[src/hw/rtl/websocket_frame_deframer_top_defines.svh]
// Assertion helpers for the deframer top-level RTL.
// Each macro expands to one labeled concurrent assertion, clocked on clk and
// disabled while rst is high.
`ifndef WEBSOCKET_FRAME_DEFRAMER_TOP_DEFINES_SVH
`define WEBSOCKET_FRAME_DEFRAMER_TOP_DEFINES_SVH

// The consequent must hold in the same cycle as the antecedent.
`define WSD_ASSERT_SAME(lbl, ante, cons, msg) \
  lbl: assert property (@(posedge clk) disable iff (rst) (ante) |-> (cons)) \
    else $error(msg);

// The consequent must hold in the cycle after the antecedent.
`define WSD_ASSERT_NEXT(lbl, ante, cons, msg) \
  lbl: assert property (@(posedge clk) disable iff (rst) (ante) |=> (cons)) \
    else $error(msg);

`endif

[src/hw/rtl/wsd_pkg.sv]
package wsd_pkg;

  // Default size of the receive buffer in bytes.
  localparam int BUFFER_DEPTH_DEFAULT = 128;

  // Frame layout and header codes.
  localparam logic [7:0] HDR_BYTES    = 8'd6;
  localparam logic [7:0] FIRST_PAYLOAD = 8'd7;
  localparam logic [6:0] LEN_TOO_LONG = 7'd125;
  localparam logic [3:0] OPC_TEXT     = 4'h1;
  localparam logic [3:0] OPC_CLOSE    = 4'h8;

  // Request selector on the input side.
  typedef enum logic [1:0] {
    FUNC_BYTE    = 2'd0,
    FUNC_OPEN    = 2'd1,
    FUNC_TIMEOUT = 2'd2
  } func_t;

  // Result kind on the output side.
  typedef enum logic [2:0] {
    KIND_PAYLOAD  = 3'd0,
    KIND_CLOSE    = 3'd1,
    KIND_TOO_LONG = 3'd2,
    KIND_OVERFLOW = 3'd3,
    KIND_ABORT    = 3'd4,
    KIND_EMPTY    = 3'd5
  } kind_t;

  // Deframer state held between requests.
  typedef struct packed {
    logic [7:0]  position;
    logic [7:0]  hdr0;
    logic [7:0]  hdr1;
    logic [31:0] mask_key;
    logic        conn_open;
    logic        released;
  } wsd_state_t;

  // One result item.
  typedef struct packed {
    kind_t      kind;
    logic [7:0] payload;
    logic [3:0] opcode;
    logic       last;
  } wsd_result_t;

endpackage

[src/hw/rtl/websocket_frame_deframer_top.sv]
// A request waits in the input register; the combinational core decodes it and
// its result, if any, is loaded into the result register on the master side.
// Throughput: one request per cycle while m_tready holds; the input register and
// the result register each hold one item, so the core step runs whenever the
// result register is free. Reset (rst, synchronous, active high) clears both
// valid flags and all frame state; the connection starts closed.
`include "websocket_frame_deframer_top_defines.svh"

module websocket_frame_deframer_top import wsd_pkg::*; #(
  parameter int BUFFER_DEPTH = BUFFER_DEPTH_DEFAULT
) (
  input  logic        clk,
  input  logic        rst,
  input  logic        s_tvalid,
  output logic        s_tready,
  input  logic [7:0]  s_tdata,   // data_byte[7:0]
  input  logic [1:0]  s_tuser,   // func[1:0]
  output logic        m_tvalid,
  input  logic        m_tready,
  output logic [15:0] m_tdata,   // payload[7:0], opcode[11:8], zero fill[15:12]
  output logic [2:0]  m_tuser,   // kind[2:0]
  output logic        m_tlast    // last
);

  logic        in_valid;
  func_t       in_func;
  logic [7:0]  in_byte;
  logic        out_ready;
  logic        advance;
  wsd_state_t  state;
  wsd_state_t  state_next;
  logic        res_valid;
  wsd_result_t res;

  // The held request is processed whenever the result register can take it.
  assign advance  = in_valid && out_ready;
  assign s_tready = !in_valid || out_ready;

  // Input register.
  always_ff @(posedge clk) begin
    if (rst) begin
      in_valid <= 1'b0;
    end else if (s_tvalid && s_tready) begin
      in_valid <= 1'b1;
    end else if (advance) begin
      in_valid <= 1'b0;
    end
  end

  always_ff @(posedge clk) begin
    if (s_tvalid && s_tready) begin
      in_func <= func_t'(s_tuser);
      in_byte <= s_tdata;
    end
  end

  // Frame state register.
  always_ff @(posedge clk) begin
    if (rst) begin
      state <= '0;
    end else if (advance) begin
      state <= state_next;
    end
  end

  wsd_core #(
    .BUFFER_DEPTH(BUFFER_DEPTH)
  ) u_core (
    .func       (in_func),
    .data_byte  (in_byte),
    .state      (state),
    .state_next (state_next),
    .res_valid  (res_valid),
    .res        (res)
  );

  wsd_out_stage u_out (
    .clk      (clk),
    .rst      (rst),
    .load     (advance && res_valid),
    .res      (res),
    .ready    (out_ready),
    .m_tvalid (m_tvalid),
    .m_tready (m_tready),
    .m_tdata  (m_tdata),
    .m_tuser  (m_tuser),
    .m_tlast  (m_tlast)
  );

  // Checks on the internal control.
  `WSD_ASSERT_SAME(a_hold_blocks_input, in_valid && !advance, !s_tready, "input overrun")
  `WSD_ASSERT_SAME(a_position_bound, 1'b1, state.position < 8'(BUFFER_DEPTH), "position at depth")
  `WSD_ASSERT_NEXT(a_close_shuts, advance && res_valid && (res.kind == KIND_CLOSE), !state.conn_open, "close left connection open")
  `WSD_ASSERT_SAME(a_non_payload_clean, m_tvalid && (m_tuser != KIND_PAYLOAD), (m_tdata[7:0] == 8'd0) && !m_tlast, "non-payload result carries data")

endmodule

[src/hw/rtl/wsd_core.sv]
module wsd_core import wsd_pkg::*; #(
  parameter int BUFFER_DEPTH = BUFFER_DEPTH_DEFAULT
) (
  input  func_t       func,
  input  logic [7:0]  data_byte,
  input  wsd_state_t  state,
  output wsd_state_t  state_next,
  output logic        res_valid,
  output wsd_result_t res
);

  localparam logic [7:0] DEPTH = 8'(BUFFER_DEPTH);

  logic [7:0]  count;
  logic [7:0]  h0;
  logic [7:0]  h1;
  logic [31:0] mask;
  logic [3:0]  opc;
  logic [6:0]  len;
  logic        frame_ok;
  logic        overflow;
  logic [7:0]  pay_idx;
  logic [7:0]  mask_byte;
  logic [7:0]  plain;

  // Header capture: the first six bytes of a frame fill the header registers.
  always_comb begin
    h0   = state.hdr0;
    h1   = state.hdr1;
    mask = state.mask_key;
    case (state.position)
      8'd0: h0 = data_byte;
      8'd1: h1 = data_byte;
      8'd2: mask[31:24] = data_byte;
      8'd3: mask[23:16] = data_byte;
      8'd4: mask[15:8]  = data_byte;
      8'd5: mask[7:0]   = data_byte;
      default: ;
    endcase
  end

  // Frame decode and unmasking of the current byte.
  assign count    = state.position + 8'd1;
  assign opc      = h0[3:0];
  assign len      = h1[6:0];
  assign frame_ok = state.conn_open && (count > HDR_BYTES) &&
                    !(!h0[7] && (opc != OPC_TEXT) && (opc != OPC_CLOSE));
  assign overflow = count >= DEPTH;
  assign pay_idx  = count - FIRST_PAYLOAD;

  always_comb begin
    mask_byte = 8'd0;
    if (h1[7]) begin
      case (pay_idx[1:0])
        2'd0: mask_byte = mask[31:24];
        2'd1: mask_byte = mask[23:16];
        2'd2: mask_byte = mask[15:8];
        default: mask_byte = mask[7:0];
      endcase
    end
  end

  assign plain = data_byte ^ mask_byte;

  // Next state and result for one request.
  always_comb begin
    state_next     = state;
    res_valid      = 1'b0;
    res.kind       = KIND_PAYLOAD;
    res.payload    = 8'd0;
    res.opcode     = state.hdr0[3:0];
    res.last       = 1'b0;
    case (func)
      FUNC_BYTE: begin
        res.opcode          = opc;
        state_next.hdr0     = h0;
        state_next.hdr1     = h1;
        state_next.mask_key = mask;
        state_next.position = count;
        if (frame_ok && (len >= LEN_TOO_LONG)) begin
          state_next.position = 8'd0;
          state_next.released = 1'b0;
          res_valid           = 1'b1;
          res.kind            = KIND_TOO_LONG;
        end else if (frame_ok && (opc == OPC_CLOSE) &&
                     (count >= ({1'b0, len} + HDR_BYTES))) begin
          state_next.position  = 8'd0;
          state_next.released  = 1'b0;
          state_next.conn_open = 1'b0;
          res_valid            = 1'b1;
          res.kind             = KIND_CLOSE;
        end else if (frame_ok && (opc != OPC_CLOSE) && (len == 7'd0)) begin
          state_next.position = 8'd0;
          state_next.released = 1'b0;
          res_valid           = 1'b1;
          res.kind            = KIND_EMPTY;
        end else if (frame_ok && (opc != OPC_CLOSE) && (pay_idx < {1'b0, len})) begin
          res_valid = 1'b1;
          if ((pay_idx + 8'd1) == {1'b0, len}) begin
            // Final payload byte ends the frame.
            state_next.position = 8'd0;
            state_next.released = 1'b0;
            res.payload         = plain;
            res.last            = 1'b1;
          end else if (overflow) begin
            state_next.position = 8'd0;
            state_next.released = 1'b0;
            res.kind            = KIND_OVERFLOW;
          end else begin
            state_next.released = 1'b1;
            res.payload         = plain;
          end
        end else if (overflow) begin
          state_next.position = 8'd0;
          state_next.released = 1'b0;
          res_valid           = 1'b1;
          res.kind            = KIND_OVERFLOW;
        end
      end
      FUNC_OPEN: begin
        state_next.conn_open = 1'b1;
        state_next.position  = 8'd0;
        state_next.released  = 1'b0;
      end
      FUNC_TIMEOUT: begin
        state_next.position = 8'd0;
        state_next.released = 1'b0;
        res_valid           = state.released;
        res.kind            = KIND_ABORT;
      end
      default: ;
    endcase
  end

endmodule

[src/hw/rtl/wsd_out_stage.sv]
module wsd_out_stage import wsd_pkg::*; (
  input  logic        clk,
  input  logic        rst,
  input  logic        load,
  input  wsd_result_t res,
  output logic        ready,
  output logic        m_tvalid,
  input  logic        m_tready,
  output logic [15:0] m_tdata,   // payload[7:0], opcode[11:8], zero fill[15:12]
  output logic [2:0]  m_tuser,   // kind[2:0]
  output logic        m_tlast    // last
);

  logic        valid;
  wsd_result_t held;

  // The register can take a new result when empty or being drained.
  assign ready = !valid || m_tready;

  // Valid flag of the result register.
  always_ff @(posedge clk) begin
    if (rst) begin
      valid <= 1'b0;
    end else if (load) begin
      valid <= 1'b1;
    end else if (m_tready) begin
      valid <= 1'b0;
    end
  end

  // Result payload, loaded only when a new result is written.
  always_ff @(posedge clk) begin
    if (load) begin
      held <= res;
    end
  end

  assign m_tvalid = valid;
  assign m_tdata  = {4'd0, held.opcode, held.payload};
  assign m_tuser  = held.kind;
  assign m_tlast  = held.last;

endmodule

[config.mk]
export PLATFORM = sky130hd
export DESIGN_NAME = websocket_frame_deframer_top
export DESIGN_NICKNAME = d
export VERILOG_FILES = /design/src/hw/rtl/wsd_pkg.sv /design/src/hw/rtl/websocket_frame_deframer_top.sv /design/src/hw/rtl/wsd_core.sv /design/src/hw/rtl/wsd_out_stage.sv
export VERILOG_INCLUDE_DIRS = /design/src /design/src/hw/rtl
export SDC_FILE = /design/constraint.sdc
export NUM_CORES = 1
export LEC_CHECK = 0
export ABC_CLOCK_PERIOD_IN_PS = 10400
export BUFFER_PORTS_ARGS = -buffer_cell sky130_fd_sc_hd__buf_2
export CAP_MARGIN = 20
export CORE_MARGIN = 4
export CORE_UTILIZATION = 46
export CTS_BUF_LIST = sky130_fd_sc_hd__clkbuf_16
export CTS_CLUSTER_DIAMETER = 80
export DETAILED_ROUTE_END_ITERATION = 6
export SKIP_CTS_REPAIR_TIMING = 1
export SYNTH_ARGS = -nofsm -noshare
export SYNTH_HDL_FRONTEND = slang
export SYNTH_SLANG_ARGS = --single-unit
[constraint.sdc]
create_clock -name clk -period 10.4 [get_ports clk]
set_input_delay 0.52 -clock clk [delete_from_list [all_inputs] [get_ports clk]]
set_output_delay 0.52 -clock clk [all_outputs]
set_load 0.005 [all_outputs]
==> results.yml, run 1 <==
run_status:
  status: "finished, final reports clean"
sta:
  timing.slew.headroom_pct: 40.12
  setup_ws_ns: 5.203
  max_freq_mhz: 192.4
  clock_skew_ns: 0.009188
  fin_crit_sh_pct: 49.97
  min_period_ns: 5.197
  setup_tns_ns: 0
  setup_viol: 0
  rsz0062_at_grt: "no"
  drv_slew: 0
  worst_pin_slew_ns: 0.8914
  hold_viol: 0
global_routing:
  grt_first_pass_wirelength_um: 21920
  grt_pass1_vias: 4095
  grt_usage_pct: 20.73
  grt_max_degree: 59
  overflow: 0
  antenna_found_initial: 0
place:
  place_area_mm2: 0.005579
  place_hpwl_um: 9758
  gp_congestion: 0.8565
  post-place-ws_ns: 5.352
  numPortBuffers: 31
detailed_routing:
  ant_nets: 0
  routed_wl_um: 13540
  drt_iter0_markers: 374
  drtPass1Iterations: 5
  vias: 4460
  wl_per_cell_um: 17.89
  vias_per_cell: 5.892
  drc_errors: 0
cells_and_area:
  fillCellCount: 1057
  design_area_mm2: 0.005906
  layout-drive-gt1-share_pct: 12.05
  multiInputGateArea_mm2: 0.003203
  area_delta_synth_final_pct: 8.856
  seq_area_mm2: 0.001922
  antenna_cells: 0
  nets: 651
synth:
  syn_avg_cell_area_um2: 9.012
  netlist_area_mm2: 0.005425
  synth.most_common_cell: "nor2_1"
  ys.flop_type: "dfxtp_1"
  synth_top_family_by_area: "simple AND/OR/NAND/NOR gates"
  synthAdderAreaFrac_pct: 6.458
  synth_compound_area_share_pct: 15.11
  ys_warn_count: 0
  synth_xor_area_share_pct: 4.728
  synth_seq_cells: 83
  syn_inst: 602
  synth.distinct_cells: 70
  async_reset_ff_share_pct: 0
  yosys.area_share.simple_pct: 19.70
  ys_seq_area_share_pct: 35.42
  muxShareOfSynthArea_pct: 12.78
  synth_common_cells: "78 x nor2_1, 60 x mux2i_1, 57 x dfxtp_1, 41 x nand2_1, 29 x a21oi_1"
  yosysTopAreaCell: "dfxtp_1"
  yosysTopAreaCellShare_pct: 21.03
  synth_edf_count: 26
  synth_area_leaders: "dfxtp_1 21%, edfxtp_1 14%, mux2i_1 11%"
power_and_ir_drop:
  power_density_mw_per_mm2: 124.1
  ir_drop_v: 0.00009448
  power.leakage_nw: 2.609
  finalPower_w: 0.0007329
cts:
  cts_tree: "yes"
  cts_inserted_buffers: 9
  clkTransAtPathRegs_ns: 0.06
  cts_root_buf: "clkbuf_16"
  clock_sinks: 83
  ctsLongestPathBuffers: 2
  clock_latency_ns: 0.35
  htreeDepth: 3
floorplanning:
  dieArea_mm2: 0.01360
  die_x_um: 116.6
  io-pin-count: 36
  fp.coreArea_mm2: 0.01147
  rows: 39
  fp.dieH_um: 116.6
  initial_utilization_pct: 47.31
critical_path:
  rr_endpoint: "state[0]"
  path_cells: "ha_1, nor3b_2, nand2_4, mux2i_1, ha_1, nor2_1, xnor2_1, ha_1, a21o_1, a21o_1, a21oi_1, a21oi_1, o21ai_1, nand3_1, nor3_1, nor4b_1, a31o_1"
  critical-path-slowest-cell: "nor3_1"
  end_kind: "flop"
  cp.arrival_ns: 5.49
  crit_fanout: 15
  crit_top_cell: "ha_1"
  crit_path_start_kind: "flop"
  rr_worst_depth: 17
  cp.required_ns: 10.69
  r2r_start: "state[50]"
  crit_type: "flop to flop"
  r2r_setup_slack_ns: 5.20
  critPathMaxStageDelay_ns: 0.75
job:
  maxCapViolations: 0
min_path:
  hp-class: "input pin to flop"
  holdPathEnd: "in_byte[1]"
  min_path_cells: 1
  hp-start: "s_tdata[1]"
[per-layer routing]
layer	share of wire [%]	wire length (um)	global-route usage [%]
met1	48	6434	29.63
met2	44	5892	31.43
met3	7.5	1021	4.508
met4	1.4	190	6.269
met5	0	0	0
[kinds of logic (layout without fill, tap and decap cells)]
family	Yosys count	count (layout)
mux	67	67
other cells	1	4
compound gates	121	121
fa+ha+maj	28	28
xor+xnor	23	23
simple gates	210	210
buf+inv	69	78
flops	83	83
[sequential cells by signal, summed over array words and instances, names as in the netlist]
register and cells:
u_out.m_tlast 1, in_valid 1, in_func 2, in_byte 8
u_out.m_tvalid 1, state 55, u_out.m_tdata 12, u_out.m_tuser 3
[final cells by class]
cell class | count | area share [%]
clock buffers | 9 | 3.814
well taps | 143 | 3.030
flip-flops and latches | 83 | 32.54
multi-input cells | 453 | 54.24
clock inverters | 7 | 1.250
repair buffers | 36 | 3.475
inverters | 26 | 1.653
[worst max-delay path by stage]
stage / startpoint / to / cells after the start
4_1_cts: state[50] / state[0] / 17
3_5_place_dp: state[50] / state[0] / 17
3_3_place_gp: state[50] / u_out.m_tdata[4] / 17
5_1_grt: state[50] / state[0] / 17
2_1_floorplan: state[51] / u_out.m_tdata[0] / 15
6_report: state[50] / state[0] / 17
[cells in the final DEF, fill, tap and decap left out, drive strengths merged, types with 17 or more instances in the layout]
| master | n |
|---|---|
| edfxtp | 26 |
| nand2 | 42 |
| a21oi | 29 |
| dfxtp | 57 |
| inv | 28 |
| a211oi | 20 |
| o21ai | 17 |
| buf | 36 |
| mux2i | 62 |
| nor2 | 78 |
| nand3 | 26 |
| ha | 28 |
[through the flow]
step	util [%]	cells	hold slack [ns]
6_report	51.50	757	0.3454
5_1_grt	51.50	757	0.3360
4_1_cts	51.26	755	0.3339
3_5_place_dp	48.65	739	0.4846
3_3_place_gp	48.59	738	0.4730
2_1_floorplan	-	605	0.4601
[worst max-delay path, delay by kind of cell (launching register included)]
kind,cells,cell delay (ns)
AO/OA/AOI/OAI,6,1.11
XOR/XNOR,1,0.13
adder cells (fa/ha/maj),3,0.84
AND/OR/NAND/NOR,6,1.93
flip-flops,1,0.61
multiplexers,1,0.52
[power by group]
part	switching, W	total, W	internal [W]
logic	0.0000354	0.0000588	0.0000234
registers	0.0000104	0.000348	0.000338
clock network	0.000139	0.000326	0.000187
total	0.000185	0.000733	0.000548
(Power assumes the default switching activity.)
==> run 2: changes to the inputs <==
ABC_CLOCK_PERIOD_IN_PS = 5400   (was 10400)
clock period = 5.4 ns   (was 10.4 ns; I/O delays follow)
==> results.yml, run 2 (same netlist as run 1, synthesis figures left out) <==
global_routing:
  grt_usage_pct: 20.89
  overflow: 0
  grt_pass1_vias: 4164
  grt_first_pass_wirelength_um: 22040
  antenna_found_initial: 0
  grt_max_degree: 59
sta:
  setup_ws_ns: 0.4750
  worst_pin_slew_ns: 0.8562
  clock_skew_ns: 0.007176
  fin_crit_sh_pct: 91.20
  max_freq_mhz: 203.0
  hold_viol: 0
  timing.slew.headroom_pct: 42.71
  rsz0062_at_grt: "no"
  min_period_ns: 4.925
  setup_viol: 0
  setup_tns_ns: 0
  hold-worst-slack_ns: 0.1017
  drv_slew: 0
job:
  maxCapViolations: 0
place:
  numPortBuffers: 31
  gp_congestion: 0.9225
  place_hpwl_um: 9883
  placedCellCount: 746
  post-place-ws_ns: 0.5177
  place_area_mm2: 0.005632
cts:
  htreeDepth: 3
  clkTransAtPathRegs_ns: 0.06
  cts_tree: "yes"
  cts_inserted_buffers: 9
  clock_sinks: 83
  clock_latency_ns: 0.35
  ctsLongestPathBuffers: 2
  cts_root_buf: "clkbuf_16"
run_status:
  status: "finished, final reports clean"
cells_and_area:
  largest_register: "state"
  largest_reg_flops: 55
  nets: 657
  mostFrequentLayoutCells: "78 x nor2_1, 60 x mux2i_1, 57 x dfxtp_1, 41 x nand2_1, 31 x buf_2"
  area_delta_synth_final_pct: 10.36
  design_area_mm2: 0.005987
  fin_cells: 763
  antenna_cells: 0
  final_common_cell: "nor2_1"
  layout-drive-gt1-share_pct: 12.74
  fillCellCount: 1028
floorplanning:
  initial_utilization_pct: 47.31
  io-pin-count: 36
  fp.coreArea_mm2: 0.01147
  rows: 39
  fp.dieH_um: 116.6
  die_x_um: 116.6
  dieArea_mm2: 0.01360
critical_path:
  crit_top_cell: "ha_1"
  rr_worst_depth: 18
  end_kind: "flop"
  cp.arrival_ns: 5.21
  crit_type: "flop to flop"
  path_depth: 18
  path_cells: "ha_1, nor3b_2, nand2_4, mux2i_1, ha_1, nor2_1, xnor2_1, ha_1, a21o_1, a21o_1, a21oi_1, a21oi_1, o21ai_1, nand3_1, nor3_1, buf_4, a32oi_1, nor2_1"
  critPathMaxStageDelay_ns: 0.61
  crit_fanout: 15
  crit_family: "simple AND/OR/NAND/NOR gates"
  crit_path_start_kind: "flop"
  critPathBufInv: 1
  critical-path-slowest-cell: "dfxtp_1"
  cp.required_ns: 5.68
detailed_routing:
  vias_per_cell: 5.916
  drtPass1Iterations: 6
  wl_per_cell_um: 18.21
  routed_wl_um: 13890
  vias: 4514
  ant_nets: 0
  drt_iter0_markers: 357
  drc_errors: 0
power_and_ir_drop:
  power.leakage_nw: 2.658
  power_density_mw_per_mm2: 247.9
  ir_drop_v: 0.0002577
min_path:
  hp-class: "input pin to flop"
  min_path_cells: 1
run 2: cell types whose count changed in the layout (fill, tap and decap cells not counted):
cell and change:
buf_4 +6, clkinv_1 -1, clkinvlp_4 +1, inv_1 +2
clkinv_4 -2, inv_6 -2, bufinv_16 +2
run 2: final cells by class:
type | instances | area [um^2] | share of cell area, %
timing repair buffer | 42 | 250.2 | 4.180
multi-input combinational | 453 | 3203 | 53.50
inverter | 26 | 97.59 | 1.630
clock inverter | 7 | 110.1 | 1.839
clock buffer | 9 | 225.2 | 3.762
tap | 143 | 178.9 | 2.989
sequential | 83 | 1922 | 32.10
run 2: layer usage:
metal / part of all wire [%] / track usage [%]
met1: 48 / 29.78
met2: 43 / 31.27
met4: 1.7 / 6.804
met3: 7.0 / 4.819
met5: 0 / 0
run 2: path summary, 6_finish.rpt:
check                           slack [ns]       start         end
worst max register to register        0.48   state[50]   state[56]
worst max-delay path                  0.48   state[50]   state[56]
worst min-delay path                  0.10  s_tdata[0]  in_byte[0]
worst min register to register        0.49    state[4]    state[4]
run 2: where the power goes:
group / switching, W / internal [W]
registers: 0.0000199 / 0.000650
clock network: 0.000250 / 0.000448
logic: 0.0000698 / 0.0000465
run 2: per-stage QoR:
step                       power, W  util (%)
after floorplan           0.0007621         -
after global placement    0.0007947     49.11
after detailed placement  0.0007957     49.11
after CTS                  0.001497     52.03
after global routing       0.001530     52.21
final                      0.001484     52.21
==> run 3: changes to the inputs <==
ABC_CLOCK_PERIOD_IN_PS = 5150   (was 5400)
CTS_BUF_LIST = not set   (was sky130_fd_sc_hd__clkbuf_16)
clock period = 5.15 ns   (was 5.4 ns; I/O delays follow)
==> results.yml, run 3 (same netlist as run 1, synthesis figures left out) <==
cells_and_area:
  area_delta_synth_final_pct: 9.940
  layout-drive-gt1-share_pct: 13.58
  largest_register: "state"
  nets: 663
  design_area_mm2: 0.005964
  antenna_cells: 0
  largest_reg_flops: 55
  mostFrequentLayoutCells: "78 x nor2_1, 60 x mux2i_1, 57 x dfxtp_1, 41 x nand2_1, 31 x buf_2"
  final_common_cell: "nor2_1"
global_routing:
  overflow: 0
  grt_first_pass_wirelength_um: 22760
  grt_max_degree: 59
  grt_usage_pct: 21.74
  antenna_found_initial: 0
  grt_pass1_vias: 4213
critical_path:
  end_kind: "flop"
  cp.required_ns: 5.25
  crit_path_start_kind: "flop"
  crit_fanout: 15
  cp.arrival_ns: 4.81
  crit_type: "flop to flop"
place:
  place_hpwl_um: 10340
  place_area_mm2: 0.005677
  numPortBuffers: 31
  gp_congestion: 0.9181
cts:
  cts_root_buf: "clkbuf_16"
  clkTransAtPathRegs_ns: 0.06
  htreeDepth: 3
  ctsLongestPathBuffers: 2
  clock_sinks: 83
  clock_latency_ns: 0.34
  cts_tree: "yes"
  cts_inserted_buffers: 9
power_and_ir_drop:
  ir_drop_v: 0.0002267
  power.leakage_nw: 2.652
  power_density_mw_per_mm2: 238.1
sta:
  setup_tns_ns: 0
  max_freq_mhz: 212.2
  drv_slew: 0
  timing.slew.headroom_pct: 38.70
  fin_crit_sh_pct: 91.50
  clock_skew_ns: 0.006865
  setup_viol: 0
  rsz0062_at_grt: "no"
  hold_viol: 0
  min_period_ns: 4.712
  worst_pin_slew_ns: 0.9161
floorplanning:
  die_x_um: 116.6
  rows: 39
  io-pin-count: 36
  initial_utilization_pct: 47.31
  fp.coreArea_mm2: 0.01147
  dieArea_mm2: 0.01360
  fp.dieH_um: 116.6
detailed_routing:
  wl_per_cell_um: 18.70
  drtPass1Iterations: 5
  vias: 4560
  vias_per_cell: 5.930
  drc_errors: 0
  routed_wl_um: 14380
  drt_iter0_markers: 425
  ant_nets: 0
job:
  maxCapViolations: 0
run_status:
  status: "finished, final reports clean"
min_path:
  hp-class: "input pin to flop"
[run 3: cell count changes in the layout (fill, tap and decap cells not counted)]
cell       delta
buf_4         +6
bufinv_16     -3
clkinv_1      +2
inv_1         -2
clkinv_2      +1
clkinv_4      +1
inv_6         +1
[run 3: cell type report]
class | count | area, um^2
inverters | 26 | 97.59
clock buffers | 9 | 225.2
well taps | 143 | 178.9
clock inverters | 7 | 42.54
multi-input cells | 453 | 3203
fillers | 1080 | 5503
repair buffers | 48 | 295.3
flip-flops and latches | 83 | 1922
[run 3: through the flow]
step / util [%] / setup slack [ns] / instances / total power [W] / hold WS [ns]
final: 52.01 / 0.4377 / 769 / 0.001420 / 0.08609
after global routing: 52.01 / 0.1171 / 769 / 0.001473 / 0.06800
after CTS: 51.84 / 0.4935 / 768 / 0.001432 / 0.07178
after detailed placement: 49.50 / 0.5144 / 752 / 0.0008368 / 0.4356
after global placement: 49.50 / 0.5441 / 752 / 0.0008350 / 0.4335
after floorplan: - / 0.9090 / 605 / 0.0007991 / 0.3564
[run 3: critical path, cell delays in order, from the launching register on]
cell     delay (ns)
dfxtp_1        0.62
ha_1           0.27
nor3b_2        0.35
nand2_4        0.22
mux2i_1        0.19
buf_4          0.21
ha_1           0.27
nor2b_1        0.13
o21a_1         0.16
o21a_1         0.16
o21ai_0        0.15
a21oi_1        0.09
or4_1          0.61
or4_1          0.77
nand3_1        0.18
a21oi_1        0.08
[run 3: power by group]
group	internal, W	leakage [nW]	switching (W)	total [W]
clock network	0.000324	0.131	0.000270	0.000594
registers	0.000682	0.731	0.0000211	0.000703
logic	0.0000495	1.79	0.0000742	0.000124
[run 3: path summary, 6_finish.rpt]
check	from	endpoint	slack (ns)	cells past startpoint
worst max-delay path	state[50]	u_out.m_tuser[1]	0.44	15
worst min-delay path	s_tdata[2]	in_byte[2]	0.09	1
worst max register to register	state[50]	u_out.m_tuser[1]	0.44	15
worst min register to register	state[49]	state[49]	0.50	2
[run 3: routing by layer]
| layer | wire length [um] | GRT usage, % | up-vias |
|---|---|---|---|
| met5 | 0 | 0 | - |
| met4 | 261 | 7.951 | 0 |
| met3 | 1066 | 4.663 | 20 |
| met2 | 6152 | 31.05 | 171 |
| met1 | 6904 | 32.14 | 2157 |
| li1 | - | - | 2212 |
